--- src/design/script_token_lexer_defines.svh ---
// assertion helpers for the script token lexer
`ifndef SCRIPT_TOKEN_LEXER_DEFINES_SVH
`define SCRIPT_TOKEN_LEXER_DEFINES_SVH

// condition holds at every clock edge outside reset
`define STL_ASSERT_ALWAYS(label, cond) \
  label: assert property (@(posedge clk) disable iff (!rst_n) (cond)) \
    else $error("lexer check failed");

// antecedent implies consequent in the next cycle
`define STL_ASSERT_NEXT(label, ante, cons) \
  label: assert property (@(posedge clk) disable iff (!rst_n) (ante) |=> (cons)) \
    else $error("lexer check failed");

`endif

--- src/design/stl_pkg.sv ---
// ----------------------------------------------------------------------------
// stl_pkg
// Types, token codes and the keyword table of the script token lexer.
// ----------------------------------------------------------------------------
package stl_pkg;

  typedef struct packed {
    logic [7:0] char_code;
    logic       end_of_source;
  } stl_in_t;

  typedef struct packed {
    logic [5:0]  token_kind;
    logic [15:0] start_offset;
    logic [15:0] token_length;
    logic [15:0] line_number;
    logic [1:0]  error_kind;
    logic        last_of_run;
  } stl_tok_t;

  // token codes
  localparam logic [5:0] K_LPAREN  = 6'd0;
  localparam logic [5:0] K_RPAREN  = 6'd1;
  localparam logic [5:0] K_LBRACE  = 6'd2;
  localparam logic [5:0] K_RBRACE  = 6'd3;
  localparam logic [5:0] K_COMMA   = 6'd4;
  localparam logic [5:0] K_DOT     = 6'd5;
  localparam logic [5:0] K_MINUS   = 6'd6;
  localparam logic [5:0] K_PLUS    = 6'd7;
  localparam logic [5:0] K_SEMI    = 6'd8;
  localparam logic [5:0] K_SLASH   = 6'd9;
  localparam logic [5:0] K_STAR    = 6'd10;
  localparam logic [5:0] K_BANG    = 6'd11;
  localparam logic [5:0] K_EQUAL   = 6'd13;
  localparam logic [5:0] K_GREATER = 6'd15;
  localparam logic [5:0] K_LESS    = 6'd17;
  localparam logic [5:0] K_IDENT   = 6'd19;
  localparam logic [5:0] K_STRING  = 6'd20;
  localparam logic [5:0] K_NUMBER  = 6'd21;
  localparam logic [5:0] K_KW_BASE = 6'd22;
  localparam logic [5:0] K_ERROR   = 6'd38;
  localparam logic [5:0] K_EOF     = 6'd39;

  localparam logic [1:0] E_NONE  = 2'd0;
  localparam logic [1:0] E_CHAR  = 2'd1;
  localparam logic [1:0] E_UNTERM = 2'd2;

  localparam int PREFIX_DEPTH = 6;

  typedef enum logic [8:0] {
    M_IDLE       = 9'b000000001,
    M_IDENT      = 9'b000000010,
    M_NUMBER     = 9'b000000100,
    M_NUM_DOT    = 9'b000001000,
    M_FRACTION   = 9'b000010000,
    M_STRING     = 9'b000100000,
    M_HELD_OP    = 9'b001000000,
    M_HELD_SLASH = 9'b010000000,
    M_COMMENT    = 9'b100000000
  } stl_mode_t;

  localparam logic [7:0] KW_CHR [16][PREFIX_DEPTH] = '{
    '{"a", "n", "d", 8'h00, 8'h00, 8'h00},
    '{"c", "l", "a", "s", "s", 8'h00},
    '{"e", "l", "s", "e", 8'h00, 8'h00},
    '{"f", "a", "l", "s", "e", 8'h00},
    '{"f", "o", "r", 8'h00, 8'h00, 8'h00},
    '{"f", "u", "n", 8'h00, 8'h00, 8'h00},
    '{"i", "f", 8'h00, 8'h00, 8'h00, 8'h00},
    '{"n", "i", "l", 8'h00, 8'h00, 8'h00},
    '{"o", "r", 8'h00, 8'h00, 8'h00, 8'h00},
    '{"p", "r", "i", "n", "t", 8'h00},
    '{"r", "e", "t", "u", "r", "n"},
    '{"s", "u", "p", "e", "r", 8'h00},
    '{"t", "h", "i", "s", 8'h00, 8'h00},
    '{"t", "r", "u", "e", 8'h00, 8'h00},
    '{"v", "a", "r", 8'h00, 8'h00, 8'h00},
    '{"w", "h", "i", "l", "e", 8'h00}
  };
  localparam logic [2:0] KW_LEN [16] = '{
    3'd3, 3'd5, 3'd4, 3'd5, 3'd3, 3'd3, 3'd2, 3'd3,
    3'd2, 3'd5, 3'd6, 3'd5, 3'd4, 3'd4, 3'd3, 3'd5
  };

  function automatic logic is_alpha(input logic [7:0] c);
    return (c >= "a" && c <= "z") || (c >= "A" && c <= "Z") || c == "_";
  endfunction

  function automatic logic is_digit(input logic [7:0] c);
    return c >= "0" && c <= "9";
  endfunction

  // keyword match over the stored word prefix
  function automatic logic [5:0] word_kind(input logic [7:0] pre [PREFIX_DEPTH],
                                           input logic [2:0] len);
    logic [5:0] kind;
    logic       hit;
    kind = K_IDENT;
    for (int k = 15; k >= 0; k--) begin
      hit = (KW_LEN[k] == len);
      for (int i = 0; i < PREFIX_DEPTH; i++) begin
        if (3'(i) < len && pre[i] != KW_CHR[k][i]) hit = 1'b0;
      end
      if (hit) kind = K_KW_BASE + 6'(k);
    end
    return kind;
  endfunction

  function automatic logic [5:0] op_kind(input logic [7:0] c, input logic two);
    logic [5:0] base;
    case (c)
      "=":     base = K_EQUAL;
      ">":     base = K_GREATER;
      "<":     base = K_LESS;
      default: base = K_BANG;
    endcase
    return two ? base + 6'd1 : base;
  endfunction

endpackage

--- src/design/script_token_lexer.sv ---
// A token appears on out_ in the cycle after the byte that closes it is accepted.
// Throughput: one byte per cycle while each byte yields at most one token and
// out_ready is high; a byte that yields two or three tokens holds in_ready low
// until the three-entry result buffer is down to its last token.
// Reset (rst_n low, synchronous): idle, offset 0, line 1, buffer empty.
// ----------------------------------------------------------------------------
// script_token_lexer
// Streaming lexer: one source byte per beat in, tokens out one per beat.
// ----------------------------------------------------------------------------
`include "script_token_lexer_defines.svh"

module script_token_lexer #(
  parameter int POSITION_BITS = 16,
  parameter int LINE_BITS     = 16
) (
  input  logic              clk,
  input  logic              rst_n,
  input  logic              in_valid,
  output logic              in_ready,
  input  stl_pkg::stl_in_t  in_data,
  output logic              out_valid,
  input  logic              out_ready,
  output stl_pkg::stl_tok_t out_data
);
  import stl_pkg::*;

  localparam logic [POSITION_BITS-1:0] POS_MAX  = '1;
  localparam logic [LINE_BITS-1:0]     LINE_MAX = '1;

  stl_mode_t               mode_r, mode_nxt;
  logic [POSITION_BITS-1:0] pos_r, pos_nxt, begin_r, begin_nxt;
  logic [LINE_BITS-1:0]     line_r, line_nxt;
  logic [7:0]               held_r, held_nxt;
  logic [7:0]               prefix_r [PREFIX_DEPTH];
  logic                     pre_we;
  logic [2:0]               pre_idx;

  stl_tok_t   buf_r [3];
  logic [1:0] rd_r, cnt_r;
  stl_tok_t   toks [3];
  logic [1:0] n;

  logic in_fire, out_fire;
  logic [POSITION_BITS-1:0] pos, nxt, dot, idx;
  logic [7:0] c;
  logic       eos, fresh;

  function automatic logic [15:0] clamp_pos(input logic [POSITION_BITS-1:0] v);
    logic [31:0] w;
    w = 32'(v);
    return (w > 32'd65535) ? 16'hFFFF : w[15:0];
  endfunction

  function automatic logic [15:0] clamp_line(input logic [LINE_BITS-1:0] v);
    logic [31:0] w;
    w = 32'(v);
    return (w > 32'd65535) ? 16'hFFFF : w[15:0];
  endfunction

  function automatic stl_tok_t mk(input logic [5:0] k,
                                  input logic [POSITION_BITS-1:0] b,
                                  input logic [POSITION_BITS-1:0] e,
                                  input logic [1:0] er,
                                  input logic [LINE_BITS-1:0] ln);
    stl_tok_t t;
    t.token_kind   = k;
    t.start_offset = clamp_pos(b);
    t.token_length = clamp_pos((e >= b) ? e - b : '0);
    t.line_number  = clamp_line(ln);
    t.error_kind   = er;
    t.last_of_run  = 1'b0;
    return t;
  endfunction

  // handshake
  assign out_valid = (cnt_r != 2'd0);
  assign out_data  = buf_r[rd_r];
  assign out_fire  = out_valid && out_ready;
  assign in_ready  = (cnt_r == 2'd0) || (cnt_r == 2'd1 && out_ready);
  assign in_fire   = in_valid && in_ready;

  // lexing of one beat
  always_comb begin
    c        = in_data.char_code;
    eos      = in_data.end_of_source;
    pos      = pos_r;
    nxt      = (pos_r < POS_MAX) ? pos_r + 1'b1 : pos_r;
    dot      = (pos_r != '0) ? pos_r - 1'b1 : '0;
    idx      = pos_r - begin_r;
    fresh    = 1'b1;
    mode_nxt = mode_r;
    begin_nxt = begin_r;
    line_nxt = line_r;
    held_nxt = held_r;
    pos_nxt  = pos_r;
    pre_we   = 1'b0;
    pre_idx  = idx[2:0];
    n        = 2'd0;
    for (int i = 0; i < 3; i++) toks[i] = mk(K_EOF, '0, '0, E_NONE, line_r);

    // continue the pending token
    if (!eos) begin
      unique case (mode_r)
        M_IDENT: if (is_alpha(c) || is_digit(c)) begin
          if (idx < POSITION_BITS'(PREFIX_DEPTH)) pre_we = 1'b1;
          fresh = 1'b0;
        end
        M_NUMBER: if (is_digit(c)) fresh = 1'b0;
          else if (c == ".") begin
            mode_nxt = M_NUM_DOT; held_nxt = "."; fresh = 1'b0;
          end
        M_NUM_DOT: if (is_digit(c)) begin mode_nxt = M_FRACTION; fresh = 1'b0; end
        M_FRACTION: if (is_digit(c)) fresh = 1'b0;
        M_STRING: begin
          fresh = 1'b0;
          if (c == "\"") begin
            toks[n] = mk(K_STRING, begin_r, nxt, E_NONE, line_r); n = n + 2'd1;
            mode_nxt = M_IDLE;
          end else if (c == "\n" && line_r < LINE_MAX) line_nxt = line_r + 1'b1;
        end
        M_HELD_OP: if (c == "=") begin
          toks[n] = mk(op_kind(held_r, 1'b1), begin_r, nxt, E_NONE, line_r);
          n = n + 2'd1;
          mode_nxt = M_IDLE; fresh = 1'b0;
        end
        M_HELD_SLASH: if (c == "/") begin mode_nxt = M_COMMENT; fresh = 1'b0; end
        M_COMMENT: begin
          fresh = 1'b0;
          if (c == "\n") begin
            if (line_r < LINE_MAX) line_nxt = line_r + 1'b1;
            mode_nxt = M_IDLE;
          end
        end
        default: ;
      endcase
      pos_nxt = nxt;
    end

    // close the pending token
    if (eos || fresh) begin
      unique case (mode_r) inside
        M_IDENT: begin
          toks[n] = mk((idx > POSITION_BITS'(PREFIX_DEPTH)) ? K_IDENT
                       : word_kind(prefix_r, idx[2:0]), begin_r, pos, E_NONE, line_r);
          n = n + 2'd1;
        end
        M_NUMBER, M_FRACTION: begin
          toks[n] = mk(K_NUMBER, begin_r, pos, E_NONE, line_r); n = n + 2'd1;
        end
        M_NUM_DOT: begin
          toks[n] = mk(K_NUMBER, begin_r, dot, E_NONE, line_r); n = n + 2'd1;
          toks[n] = mk(K_DOT, dot, pos, E_NONE, line_r); n = n + 2'd1;
        end
        M_STRING: begin
          toks[n] = mk(K_ERROR, begin_r, pos, E_UNTERM, line_r); n = n + 2'd1;
        end
        M_HELD_OP: begin
          toks[n] = mk(op_kind(held_r, 1'b0), begin_r, pos, E_NONE, line_r);
          n = n + 2'd1;
        end
        M_HELD_SLASH: begin
          toks[n] = mk(K_SLASH, begin_r, pos, E_NONE, line_r); n = n + 2'd1;
        end
        default: ;
      endcase
      mode_nxt = M_IDLE;
    end

    // end of file, or start of a new token
    if (eos) begin
      toks[n] = mk(K_EOF, pos, pos, E_NONE, line_r); n = n + 2'd1;
    end else if (fresh) begin
      begin_nxt = pos;
      if (is_alpha(c)) begin
        mode_nxt = M_IDENT; pre_we = 1'b1; pre_idx = 3'd0;
      end else if (is_digit(c)) begin
        mode_nxt = M_NUMBER;
      end else begin
        case (c) inside
          " ", "\r", "\t": ;
          "\n": if (line_r < LINE_MAX) line_nxt = line_r + 1'b1;
          "(": begin toks[n] = mk(K_LPAREN, pos, nxt, E_NONE, line_r); n = n + 2'd1; end
          ")": begin toks[n] = mk(K_RPAREN, pos, nxt, E_NONE, line_r); n = n + 2'd1; end
          "{": begin toks[n] = mk(K_LBRACE, pos, nxt, E_NONE, line_r); n = n + 2'd1; end
          "}": begin toks[n] = mk(K_RBRACE, pos, nxt, E_NONE, line_r); n = n + 2'd1; end
          ",": begin toks[n] = mk(K_COMMA, pos, nxt, E_NONE, line_r); n = n + 2'd1; end
          ".": begin toks[n] = mk(K_DOT, pos, nxt, E_NONE, line_r); n = n + 2'd1; end
          "-": begin toks[n] = mk(K_MINUS, pos, nxt, E_NONE, line_r); n = n + 2'd1; end
          "+": begin toks[n] = mk(K_PLUS, pos, nxt, E_NONE, line_r); n = n + 2'd1; end
          ";": begin toks[n] = mk(K_SEMI, pos, nxt, E_NONE, line_r); n = n + 2'd1; end
          "*": begin toks[n] = mk(K_STAR, pos, nxt, E_NONE, line_r); n = n + 2'd1; end
          "/": begin mode_nxt = M_HELD_SLASH; held_nxt = "/"; end
          "!", "=", "<", ">": begin mode_nxt = M_HELD_OP; held_nxt = c; end
          "\"": mode_nxt = M_STRING;
          default: begin
            toks[n] = mk(K_ERROR, pos, nxt, E_CHAR, line_r); n = n + 2'd1;
          end
        endcase
      end
    end

    // mark the final token of the run
    if (n != 2'd0) toks[n - 2'd1].last_of_run = 1'b1;
  end

  // lexer state
  always_ff @(posedge clk) begin
    if (!rst_n) begin
      mode_r  <= M_IDLE;
      pos_r   <= '0;
      begin_r <= '0;
      line_r  <= LINE_BITS'(1);
      held_r  <= 8'h00;
    end else if (in_fire) begin
      mode_r  <= mode_nxt;
      pos_r   <= pos_nxt;
      begin_r <= begin_nxt;
      line_r  <= line_nxt;
      held_r  <= held_nxt;
    end
  end

  // word prefix store
  always_ff @(posedge clk) begin
    if (in_fire && pre_we) prefix_r[pre_idx] <= c;
  end

  // result buffer
  always_ff @(posedge clk) begin
    if (!rst_n) begin
      rd_r  <= 2'd0;
      cnt_r <= 2'd0;
    end else if (in_fire) begin
      rd_r  <= 2'd0;
      cnt_r <= n;
    end else if (out_fire) begin
      rd_r  <= rd_r + 2'd1;
      cnt_r <= cnt_r - 2'd1;
    end
  end

  always_ff @(posedge clk) begin
    if (in_fire) begin
      for (int i = 0; i < 3; i++) buf_r[i] <= toks[i];
    end
  end

  // checks
  `STL_ASSERT_ALWAYS(a_cnt_range, cnt_r <= 2'd3)
  `STL_ASSERT_ALWAYS(a_last_mark, !(out_valid && cnt_r == 2'd1) || out_data.last_of_run)
  `STL_ASSERT_ALWAYS(a_ready_room, !in_ready || cnt_r <= 2'd1)
  `STL_ASSERT_NEXT(a_pos_mono, in_fire, pos_r >= $past(pos_r))

endmodule

--- config.mk ---
export PLATFORM = sky130hd
export DESIGN_NAME = script_token_lexer
export DESIGN_NICKNAME = d
export VERILOG_FILES = /design/src/design/stl_pkg.sv /design/src/design/script_token_lexer.sv
export VERILOG_INCLUDE_DIRS = /design/src /design/src/design
export SDC_FILE = /design/constraint.sdc
export NUM_CORES = 1
export LEC_CHECK = 0
export BUFFER_PORTS_ARGS = -buffer_cell sky130_fd_sc_hd__buf_2
export CAP_MARGIN = 20
export CORE_MARGIN = 2
export CORE_UTILIZATION = 60
export DETAILED_ROUTE_END_ITERATION = 7
export GPL_ROUTABILITY_DRIVEN = 1
export PLACE_DENSITY_LB_ADDON = 0.08
export REMOVE_ABC_BUFFERS = 1
export SLEW_MARGIN = 0
export SYNTH_ARGS = -nofsm -noshare
export SYNTH_HDL_FRONTEND = slang
export SYNTH_SLANG_ARGS = --single-unit
--- constraint.sdc ---
create_clock -name clk -period 10.5 [get_ports clk]
set_input_delay 1.575 -clock clk [delete_from_list [all_inputs] [get_ports clk]]
set_output_delay 1.575 -clock clk [all_outputs]
set_load 0.02 [all_outputs]
# After elaboration in Yosys (flattened, before gate mapping)
# Memories as Yosys holds them, arrays and structs flattened. A register that Yosys moved wholly into a read port is not among the register bits.
# Cells that the tools add are included.
[op_classes] eq_ne=81 n_lt_le_gt_ge=32 n_bitwise=7 add_sub_neg=16 muxes=329 n_reduce_logical=83
[op_table] op="$mux 171" count=21
[op_table] op="$bwmux 171" count=20
[op_table] op="$pmux 171 s6" count=1
[op_table] op="$demux 57 s2" count=4
[op_table] op="$ne 8x7->1 const B" count=43
[op_table] op="$mux 57" count=6
[op_table] op="$mux 16" count=20
[op_table] op="$mux 9" count=28
[op_table] op="$mux 8" count=23
[op_table] op="$mux 1" count=145
[op_table] op="$eq 8x6->1 const B" count=18
[op_table] op="$mux 6" count=24
[op_table] op="$pmux 57 s2" count=1
[op_table] op="$ge 16x16->1" count=6
[op_table] op="$sub 16x16->16" count=6
[op_table] op="$logic_and 1x1->1" count=60
[op_table] op="$pmux 9 s6" count=1
[op_table] op="$mux 2" count=25
[op_table] op="$bwmux 48" count=1
[op_table] op="$add 16x1->16 const B" count=2
[op_table] op="$eq 8x7->1 const B" count=4
[op_table] op="$lt 16x16->1 const B" count=2
[op_table] op="$pmux 16 s2" count=1
[op_table] op="$reduce_bool 8->1" count=4
[op_table] op="48 further kinds" count=82
[totals] reg_bits=117 wordCells=562 out_inout_bits=59 mem_count=1 mem_bits_rw=171
[memory_table] memory="buf_r" words=3 width=57 rd=1 rd_clocked_by_memory_dff=1 write_ports=3 line="script_token_lexer.sv:38" source="stl_tok_t buf_r [3];"

# Longest topological paths before layout
# Gate-level depths: netlist of run 1.
[depth] depth_word=55 depth_mapped=22 depth_no_buf=19

# Least setup slack after synthesis of run 1
# No wires, ideal clock.
[synth_timing] path_kind="input -> register" from="input out_ready" to="register held_r[6]" setup_slack_ps=2152 required_time_ps=10377 arrival_time_ps=8225 cell_stages=7 n_path_buf=1 setup_ps=123 path_cell_list="nand2_1 -> nand2_1 -> nand2_1 -> inv_1 -> clkbuf_1 -> o21ai_0 -> and3_1"
[synth_via] elab_chain_len=3
[synth_rtl] element="from (decl)" line="script_token_lexer.sv:22" source="input logic out_ready,"
[synth_rtl] element="$logic_and 1x1->1" line="script_token_lexer.sv:79" source="assign in_ready = (cnt_r == 2'd0) || (cnt_r == 2'd1 && out_ready);"
[synth_rtl] element="$logic_or 1x1->1" line="script_token_lexer.sv:79"
[synth_rtl] element="via in_ready" line="script_token_lexer.sv:19" source="output logic in_ready,"
[synth_rtl] element="$logic_and 1x1->1" line="script_token_lexer.sv:80" source="assign in_fire = in_valid && in_ready;"
[synth_rtl] element="via in_fire" line="script_token_lexer.sv:43" source="logic in_fire, out_fire;"
[synth_rtl] element="to (signal assigned)" line="script_token_lexer.sv:219" source="held_r <= held_nxt;"
[synth_rtl] element="to (decl)" line="script_token_lexer.sv:33" source="logic [7:0] held_r, held_nxt;"
# The timed path passes the listed nets, and every way through them passes these cells.
# A chain may end at the register's enable or synchronous reset.

==> out/qor.txt, run 1 <==
SETUP PATH
--------------------------------------------------------------------------------------------------
Slack of the worst reg-to-reg path ..................................................      4.12 ns
Critical register-to-register path startpoint ....................................... pos[1]$_SDFFE_PN0P_
Worst EP arrival ....................................................................      6.69 ns
CP Max Fanout .......................................................................           19
Worst r2r dst ....................................................................... buf_r[0][19]$_DFFE_PP_
Setup Crit Path Kind ................................................................      reg2reg
CP startpoint kind ..................................................................     register
Path depth of the worst reg2reg path ................................................           17
Required time reported for the critical path endpoint ...............................     10.80 ns
Crit. End Element ...................................................................     register

PLACEMENT
--------------------------------------------------------------------------------------------------
Placement Setup Slack ...............................................................     4.151 ns
Placer congestion estimate ..........................................................        1.039
Count of input and output buffers ...................................................           71
Area after DPL ...................................................................... 19,790 sq um
Half-perimeter wire length after placement .......................................... 47,380 microns

FINAL LAYOUT
--------------------------------------------------------------------------------------------------
Ratio of cells with drive above 1 in the final layout ...............................       8.832%
Finished layout cell area ........................................................... 20,800 sq um
Area Growth Syn to Fin ..............................................................       7.308%
Core utilization of the finished layout .............................................       65.57%
Total Nets Final ....................................................................        2,245

TIMING
--------------------------------------------------------------------------------------------------
Final worst slack ...................................................................     4.119 ns
Setup TNS ...........................................................................         0 ns
Fin. max-slew vios ..................................................................            0
Layout Skew .........................................................................   0.01353 ns
Max Clk Rate ........................................................................   0.1567 GHz
Number of hold violations in the final report .......................................            0
Final Setup Violations ..............................................................            0
Final period util ...................................................................       60.77%
Slew @ Worst Pin ....................................................................     1.016 ns
Setup repair after global routing missed its margin .................................        false
Slew headroom .......................................................................       30.53%
Final Critical Period ...............................................................     6.381 ns

ROUTE
--------------------------------------------------------------------------------------------------
DR DRC count ........................................................................            2
Vias ................................................................................       17.51k
First-pass iteration count of the detailed router ...................................            8
Vias per Instance ...................................................................        6.793
Drt wl/cell ......................................................................... 24.96 microns
Antenna Violating Nets Remaining ....................................................            0
First-iteration detailed-routing DRC count ..........................................        2,293
Total wirelength of the detailed-routed design ...................................... 64,360 microns

CLOCKING
--------------------------------------------------------------------------------------------------
Resized cells post-CTS ..............................................................            0
Clock net sink count ................................................................          288
Root Buffer .........................................................................    clkbuf_16
CTS tree ............................................................................          yes
H-tree levels .......................................................................            1
Setup bufs post-CTS .................................................................            0
TritonCTS buffer count ..............................................................           29
Clock latency at the later pin of the worst-skew pair ...............................      0.58 ns
Clock transition time at the flip-flop clock pins of the worst setup and hold paths .      0.07 ns
CTS Buffer Depth ....................................................................            3
Number of hold buffers added after cts ..............................................            0

GLOBAL ROUTING
--------------------------------------------------------------------------------------------------
Total GRT Usage .....................................................................       37.64%
Vias in the first global route ......................................................       16.09k
Largest net degree at the start of global routing ...................................          117
Overflow left after global routing ..................................................            0
Wire length of the first global-routing pass ........................................ 96,180 microns
Initial antenna violation count .....................................................            3

WORST HOLD PATH
--------------------------------------------------------------------------------------------------
Source of the worst hold timing path ................................................ held_r[5]$_SDFFE_PN0P_
Hold Crit Depth .....................................................................            2
Min-Delay Endpoint .................................................................. held_r[5]$_SDFFE_PN0P_
Hold/Removal Path Class .............................................................      reg2reg

SYNTHESIS
--------------------------------------------------------------------------------------------------
Cell area after synthesis ........................................................... 19,380 sq um
Yosys warning total .................................................................            0
Share of flip-flops with an asynchronous set or reset after synthesis ...............           0%
Avg Synthesized Cell Area ...........................................................  8.886 sq um
Post-synthesis cell type with the largest combined area .............................     edfxtp_1
Flip-flop cell with the highest count after synthesis ...............................     edfxtp_1
Sequential element share of the synthesized area ....................................       40.96%
Yosys reg bits ......................................................................          288
Most instantiated cells after synthesis ............................................. nand2_1, edfxtp_1, nor2_1
Unique masters post-synth ...........................................................          100
Number of enable flip-flop cells after synthesis ....................................          217
Cells taking the most area after synthesis .......................................... edfxtp_1, dfxtp_1, ha_1
Most numerous cell in the Yosys netlist .............................................      nand2_1
Number of cells produced by synthesis ...............................................        2,181
Fraction of synthesized cell area taken by the top area cell type ...................       33.62%

FLOORPLANNING
--------------------------------------------------------------------------------------------------
Die Ht .............................................................................. 183.7 microns
I/O pin count .......................................................................           72
Row count ...........................................................................           65
Core outline area ................................................................... 31,720 sq um
Starting utilization of the core area ...............................................       61.10%
Die area ............................................................................ 33,750 sq um
Die X-Extent ........................................................................ 183.7 microns

RUN STATUS
--------------------------------------------------------------------------------------------------
Failing checks ...................................................................... design-rule violations
Result of the run ................................................................... finished, violations left

POWER
--------------------------------------------------------------------------------------------------
Static Leakage ......................................................................  0.007417 uW
Peak ir drop on the vdd network .....................................................     146.0 uV
Overall Power .......................................................................      3021 uW
Pwr Density ......................................................................... 145.3 nW/um^2

JOB
--------------------------------------------------------------------------------------------------
Max-cap check violation count .......................................................            0

-- registers in the layout, summed over array words and instances, names as in the netlist, named ones only --
register and cells:
rd_r 2, line_r 16, held_r 8, buf_r 169, prefix_r 48, begin_r 16
cnt_r 2, mode_r 9, pos 16
-- cells in the final DEF (no fill, tap or decap), drive strengths merged, types with 11 or more instances in the layout --
master	instances
a211oi	18
a21o	14
a21oi	140
a22o	22
a31oi	20
and2	33
and3	26
buf	92
clkbuf	41
clkinv	11
dfxtp	71
edfxtp	217
ha	78
inv	72
mux2i	64
nand2	237
nand2b	36
nand3	85
nand4	39
nor2	208
nor2b	28
nor3	65
nor3b	12
nor4	27
nor4bb	12
o211ai	12
o21a	16
o21ai	152
o221ai	12
o22ai	17
o31ai	11
or2	11
or3	14
xnor2	71
xor2	22
-- power breakdown --
| part | switching (uW) | internal (uW) |
|---|---|---|
| registers | 31.2 | 1310 |
| logic | 414 | 198 |
| clock network | 457 | 614 |
| total | 901 | 2120 |
-- per-layer routing --
layer  share of wire (%)  GRT usage, %  vias to the layer above
li1                    -             -                     7961
met3                  14         11.49                      162
met2                  42         55.15                     1126
met1                  41         53.66                     8264
met4                 3.1         11.14                        0
met5                   0             0                        -
-- cells by family (layout without fill, tap and decap cells) --
family          count (synthesis)  after routing  synth area share, %
simple gates                  888            888                23.35
compound gates                537            537                18.18
flops                         288            288                40.96
buf+inv                       229            221                4.635
xor+xnor                       93             93                4.203
fa+ha+maj                      81             81                5.346
mux                            64             64                3.306
other cells                     1              4              0.01935
-- metrics by stage --
stage	hold slack, ns	std cells
2_1_floorplan	0.4325	2026
3_5_place_dp	0.4504	2518
5_1_grt	0.5027	2576
6_report	0.4599	2578
3_3_place_gp	0.4439	2517
4_1_cts	0.4579	2572
-- critical path: stages (launching register included) --
cell and delay, ns:
dfxtp_1 0.49, inv_1 0.29, ha_1 0.32, or3b_2 0.59
nor3_1 0.43, and3_1 0.75, nor2_1 0.17, ha_1 0.39
nor2b_1 0.17, o2111a_1 0.24, o31ai_1 0.47, a31oi_1 0.17
o31a_1 0.29, o311ai_0 0.62, clkbuf_2 0.26, o221ai_1 0.15
a2bb2oi_1 0.22, a211oi_1 0.06
-- final cells by class --
| type | instances | area, sq um |
|---|---|---|
| Antenna cell | 2 | 5.005 |
| Inverter | 73 | 279.0 |
| Fill cell | 2538 | 10920 |
| Multi-Input combinational cell | 1665 | 10560 |
| Clock buffer | 39 | 803.3 |
| Tap cell | 402 | 503.0 |
| Timing Repair Buffer | 94 | 529.3 |
| Clock inverter | 15 | 172.7 |
| Sequential cell | 288 | 7945 |
-- worst max-delay path by stage --
stage,from,end,slack [ns],cells after the start
6_report,pos[1]$_SDFFE_PN0P_,buf_r[0][19]$_DFFE_PP_,4.12,17
3_5_place_dp,pos[1]$_SDFFE_PN0P_,buf_r[0][19]$_DFFE_PP_,4.15,16
2_1_floorplan,out_ready,prefix_r[16]$_DFFE_PP_,2.30,8
4_1_cts,pos[1]$_SDFFE_PN0P_,buf_r[0][19]$_DFFE_PP_,4.13,16
5_1_grt,pos[1]$_SDFFE_PN0P_,buf_r[0][30]$_DFFE_PP_,3.74,17
3_3_place_gp,in_data[5],buf_r[0][20]$_DFFE_PP_,4.29,14
Note: power is estimated with default switching activity, not from simulation.
==> run 2: changes to the inputs <==
- ABC_AREA: unset -> 1
- clock period: 10.5 -> 6.1 ns (I/O delays scaled with it)
==> out/qor.txt, run 2 <==
TIMING
--------------------------------------------------------------------------------------------------
Layout Skew .........................................................................   0.02096 ns
Setup repair after global routing missed its margin .................................        false
Setup TNS ...........................................................................         0 ns
Final Critical Period ...............................................................     5.295 ns
Number of hold violations in the final report .......................................            0
Slew headroom .......................................................................       19.47%
Fin. max-slew vios ..................................................................            0
Tightest hold margin ................................................................    0.4823 ns
Final period util ...................................................................       86.80%
Slew @ Worst Pin ....................................................................     1.207 ns
Final Setup Violations ..............................................................            0
Max Clk Rate ........................................................................   0.1889 GHz

SYNTHESIS
--------------------------------------------------------------------------------------------------
Most instantiated cells after synthesis ............................................. nand2_1, nor2_1, inv_1
Yosys warning total .................................................................            0
Most numerous cell in the Yosys netlist .............................................      nand2_1
Cells taking the most area after synthesis .......................................... edfxtp_1, nand2_1, a21oi_1
Number of cells produced by synthesis ...............................................        2,928
Post-synthesis cell type with the largest combined area .............................     edfxtp_1
Flip-flop cell with the highest count after synthesis ...............................     edfxtp_1
Avg Synthesized Cell Area ...........................................................  7.115 sq um
Sequential element share of the synthesized area ....................................       38.10%
Share of flip-flops with an asynchronous set or reset after synthesis ...............           0%
Cell area after synthesis ........................................................... 20,830 sq um
Yosys reg bits ......................................................................          288
Fraction of synthesized cell area taken by the top area cell type ...................       31.28%
Number of enable flip-flop cells after synthesis ....................................          217
Unique masters post-synth ...........................................................           71

FINAL LAYOUT
--------------------------------------------------------------------------------------------------
Most common cell after layout, fill and taps aside ..................................      nand2_1
Area Growth Syn to Fin ..............................................................       7.237%
Total Nets Final ....................................................................        3,001
Total of fill cells in the finished design ..........................................        3,003
Core utilization of the finished layout .............................................       64.99%
Ratio of cells with drive above 1 in the final layout ...............................       8.288%
Top Registers ....................................................................... buf_r (169), prefix_r (48)
Register name with the most flops ...................................................        buf_r
Top library cells by usage in the layout, fill and taps aside ....................... nand2_1, nor2_1, inv_1
Flip-flop count of the largest register, all copies and words added .................          169
Antenna Diode Count .................................................................            0
Finished layout cell area ........................................................... 22,340 sq um
Number of cells in the finished layout apart from fillers ...........................        3,387

ROUTE
--------------------------------------------------------------------------------------------------
Drt wl/cell ......................................................................... 22.13 microns
First-pass iteration count of the detailed router ...................................            7
Total wirelength of the detailed-routed design ...................................... 74,950 microns
DR top layer ........................................................................         met4
First-iteration detailed-routing DRC count ..........................................        2,999
DR DRC count ........................................................................            0
Detailed-routed wire length on met2 ................................................. 32,700 microns
Wire length on met1 ................................................................. 29,570 microns
Routed wl met3 ...................................................................... 9225 microns
Vias per Instance ...................................................................        6.405
Vias ................................................................................       21.69k
Antenna Violating Nets Remaining ....................................................            0

CLOCKING
--------------------------------------------------------------------------------------------------
H-tree levels .......................................................................            1
CTS tree ............................................................................          yes
Resized cells post-CTS ..............................................................            0
Clock latency at the later pin of the worst-skew pair ...............................      0.60 ns
Clock net sink count ................................................................          288
CTS Buffer Depth ....................................................................            3
Clock transition time at the flip-flop clock pins of the worst setup and hold paths .      0.07 ns
Number of hold buffers added after cts ..............................................            0
Root Buffer .........................................................................    clkbuf_16
TritonCTS buffer count ..............................................................           31
Setup bufs post-CTS .................................................................            0

POWER
--------------------------------------------------------------------------------------------------
Static Leakage ......................................................................  0.009768 uW
Clock network fraction of design power ..............................................        26.6%
Pwr Density ......................................................................... 313.2 nW/um^2
Switching fraction of total power ...................................................       40.93%
Internal Pwr Total ..................................................................      4133 uW
Part of the total power dissipated in combinational logic ...........................        39.2%
Peak ir drop on the vdd network .....................................................     263.1 uV
Sequential cell fraction of total power .............................................        34.2%
Switching power summed over all nets ................................................      2864 uW

RUN STATUS
--------------------------------------------------------------------------------------------------
Result of the run ................................................................... complete, no violations

SETUP PATH
--------------------------------------------------------------------------------------------------
CP Max Fanout .......................................................................           15
Required time reported for the critical path endpoint ...............................      6.43 ns
Worst EP arrival ....................................................................      5.62 ns
Crit. End Element ...................................................................     register
Biggest cell delay along the critical path ..........................................      0.68 ns
CP startpoint kind ..................................................................     register
CP max-delay cell ...................................................................      nor3b_1
Setup Crit Path Kind ................................................................      reg2reg
Worst path cell trace ............................................................... inv_1 > ha_1 > nand2_1 > nor2_2 > nand2_2 > inv_2 > nor3b_1 > ha_1 > a21oi_1 > o21ai_0 > a221oi_1 > nand3_1 > nand2_1 > inv_1 > nand3_1 > o21ai_0 > nand2_1 > o21ai_0 > nand2_1 > o21ai_0
Slack of the worst reg-to-reg path ..................................................      0.81 ns

FLOORPLANNING
--------------------------------------------------------------------------------------------------
Die area ............................................................................ 36,230 sq um
Starting utilization of the core area ...............................................       60.61%
Core outline area ................................................................... 34,370 sq um
Die Ht .............................................................................. 190.3 microns
Row count ...........................................................................           68
Die X-Extent ........................................................................ 190.3 microns
I/O pin count .......................................................................           72

GLOBAL ROUTING
--------------------------------------------------------------------------------------------------
Total GRT Usage .....................................................................       40.50%
Vias in the first global route ......................................................       19.90k
Overflow left after global routing ..................................................            0
Largest net degree at the start of global routing ...................................          177
Wire length of the first global-routing pass ........................................ 113,000 microns
Initial antenna violation count .....................................................            0

PLACEMENT
--------------------------------------------------------------------------------------------------
Area after DPL ...................................................................... 21,320 sq um
Placer congestion estimate ..........................................................        1.084
Half-perimeter wire length after placement .......................................... 55,510 microns
Number of placed instances, taps included ...........................................        3,326
Count of input and output buffers ...................................................           71

WORST HOLD PATH
--------------------------------------------------------------------------------------------------
Hold/Removal Path Class .............................................................      reg2reg

JOB
--------------------------------------------------------------------------------------------------
Max-cap check violation count .......................................................            0

## run 2: power by group through the flow
stage	combinational (uW)	sequential [uW]	clock, uW
2_1_floorplan	1800	2430	0
3_3_place_gp	2610	2420	0
3_5_place_dp	2620	2420	0
4_1_cts	2640	2380	1860
5_1_grt	2950	2400	1930
6_report	2740	2390	1860
## run 2: critical path: cells and delay by family, from the launching register on
family | cells | cell delay [ns]
buffers and inverters | 3 | 0.57
DFF | 1 | 0.55
adders and majority gates | 2 | 0.77
AOI/OAI and AO/OA | 6 | 1.02
and+or+nand+nor | 9 | 2.12
## run 2: path summary, 6_finish.rpt
check                    startpoint                endpoint  cells past startpoint
max             pos[0]$_SDFFE_PN0P_  buf_r[0][28]$_DFFE_PP_                     20
max reg2reg     pos[0]$_SDFFE_PN0P_  buf_r[0][28]$_DFFE_PP_                     20
min reg2reg  mode_r[0]$_SDFFE_PN1P_  mode_r[0]$_SDFFE_PN1P_                      2
min          mode_r[0]$_SDFFE_PN1P_  mode_r[0]$_SDFFE_PN1P_                      2
## run 2: kinds of logic (layout without fill, tap and decap cells)
group,Yosys count,count (layout),synth area share (%)
buf+inv,521,524,9.772
compound gates,627,627,16.34
other cells,1,2,0.01800
flops,288,288,38.10
fa+ha+maj,81,81,4.973
mux,1,1,0.04805
xor+xnor,45,45,1.928
simple gates,1364,1364,28.82
## run 2: per-stage QoR
stage               setup slack (ns)  power, uW
detailed placement            0.7113       5047
CTS                            1.099       6879
global route                  0.5185       7283
floorplan                     -1.246       4227
finish                        0.8053       6996
global placement              0.6898       5031
## run 2: cell type report
cell class	count	area, sq um	area share [%]
clock buffers	46	874.6	3.915
clock inverters	12	110.1	0.4929
inverters	367	1388	6.211
multi-input cells	2120	10860	48.62
flip-flops and latches	288	7940	35.54
well taps	455	569.3	2.548
repair buffers	99	595.6	2.666
## run 2: per-layer routing
layer / track usage, % / up-vias
met2: 63.57 / 1609
met1: 55.63 / 9997
li1: - / 9825
met4: 16.85 / 0
met5: 0 / -
met3: 6.754 / 263
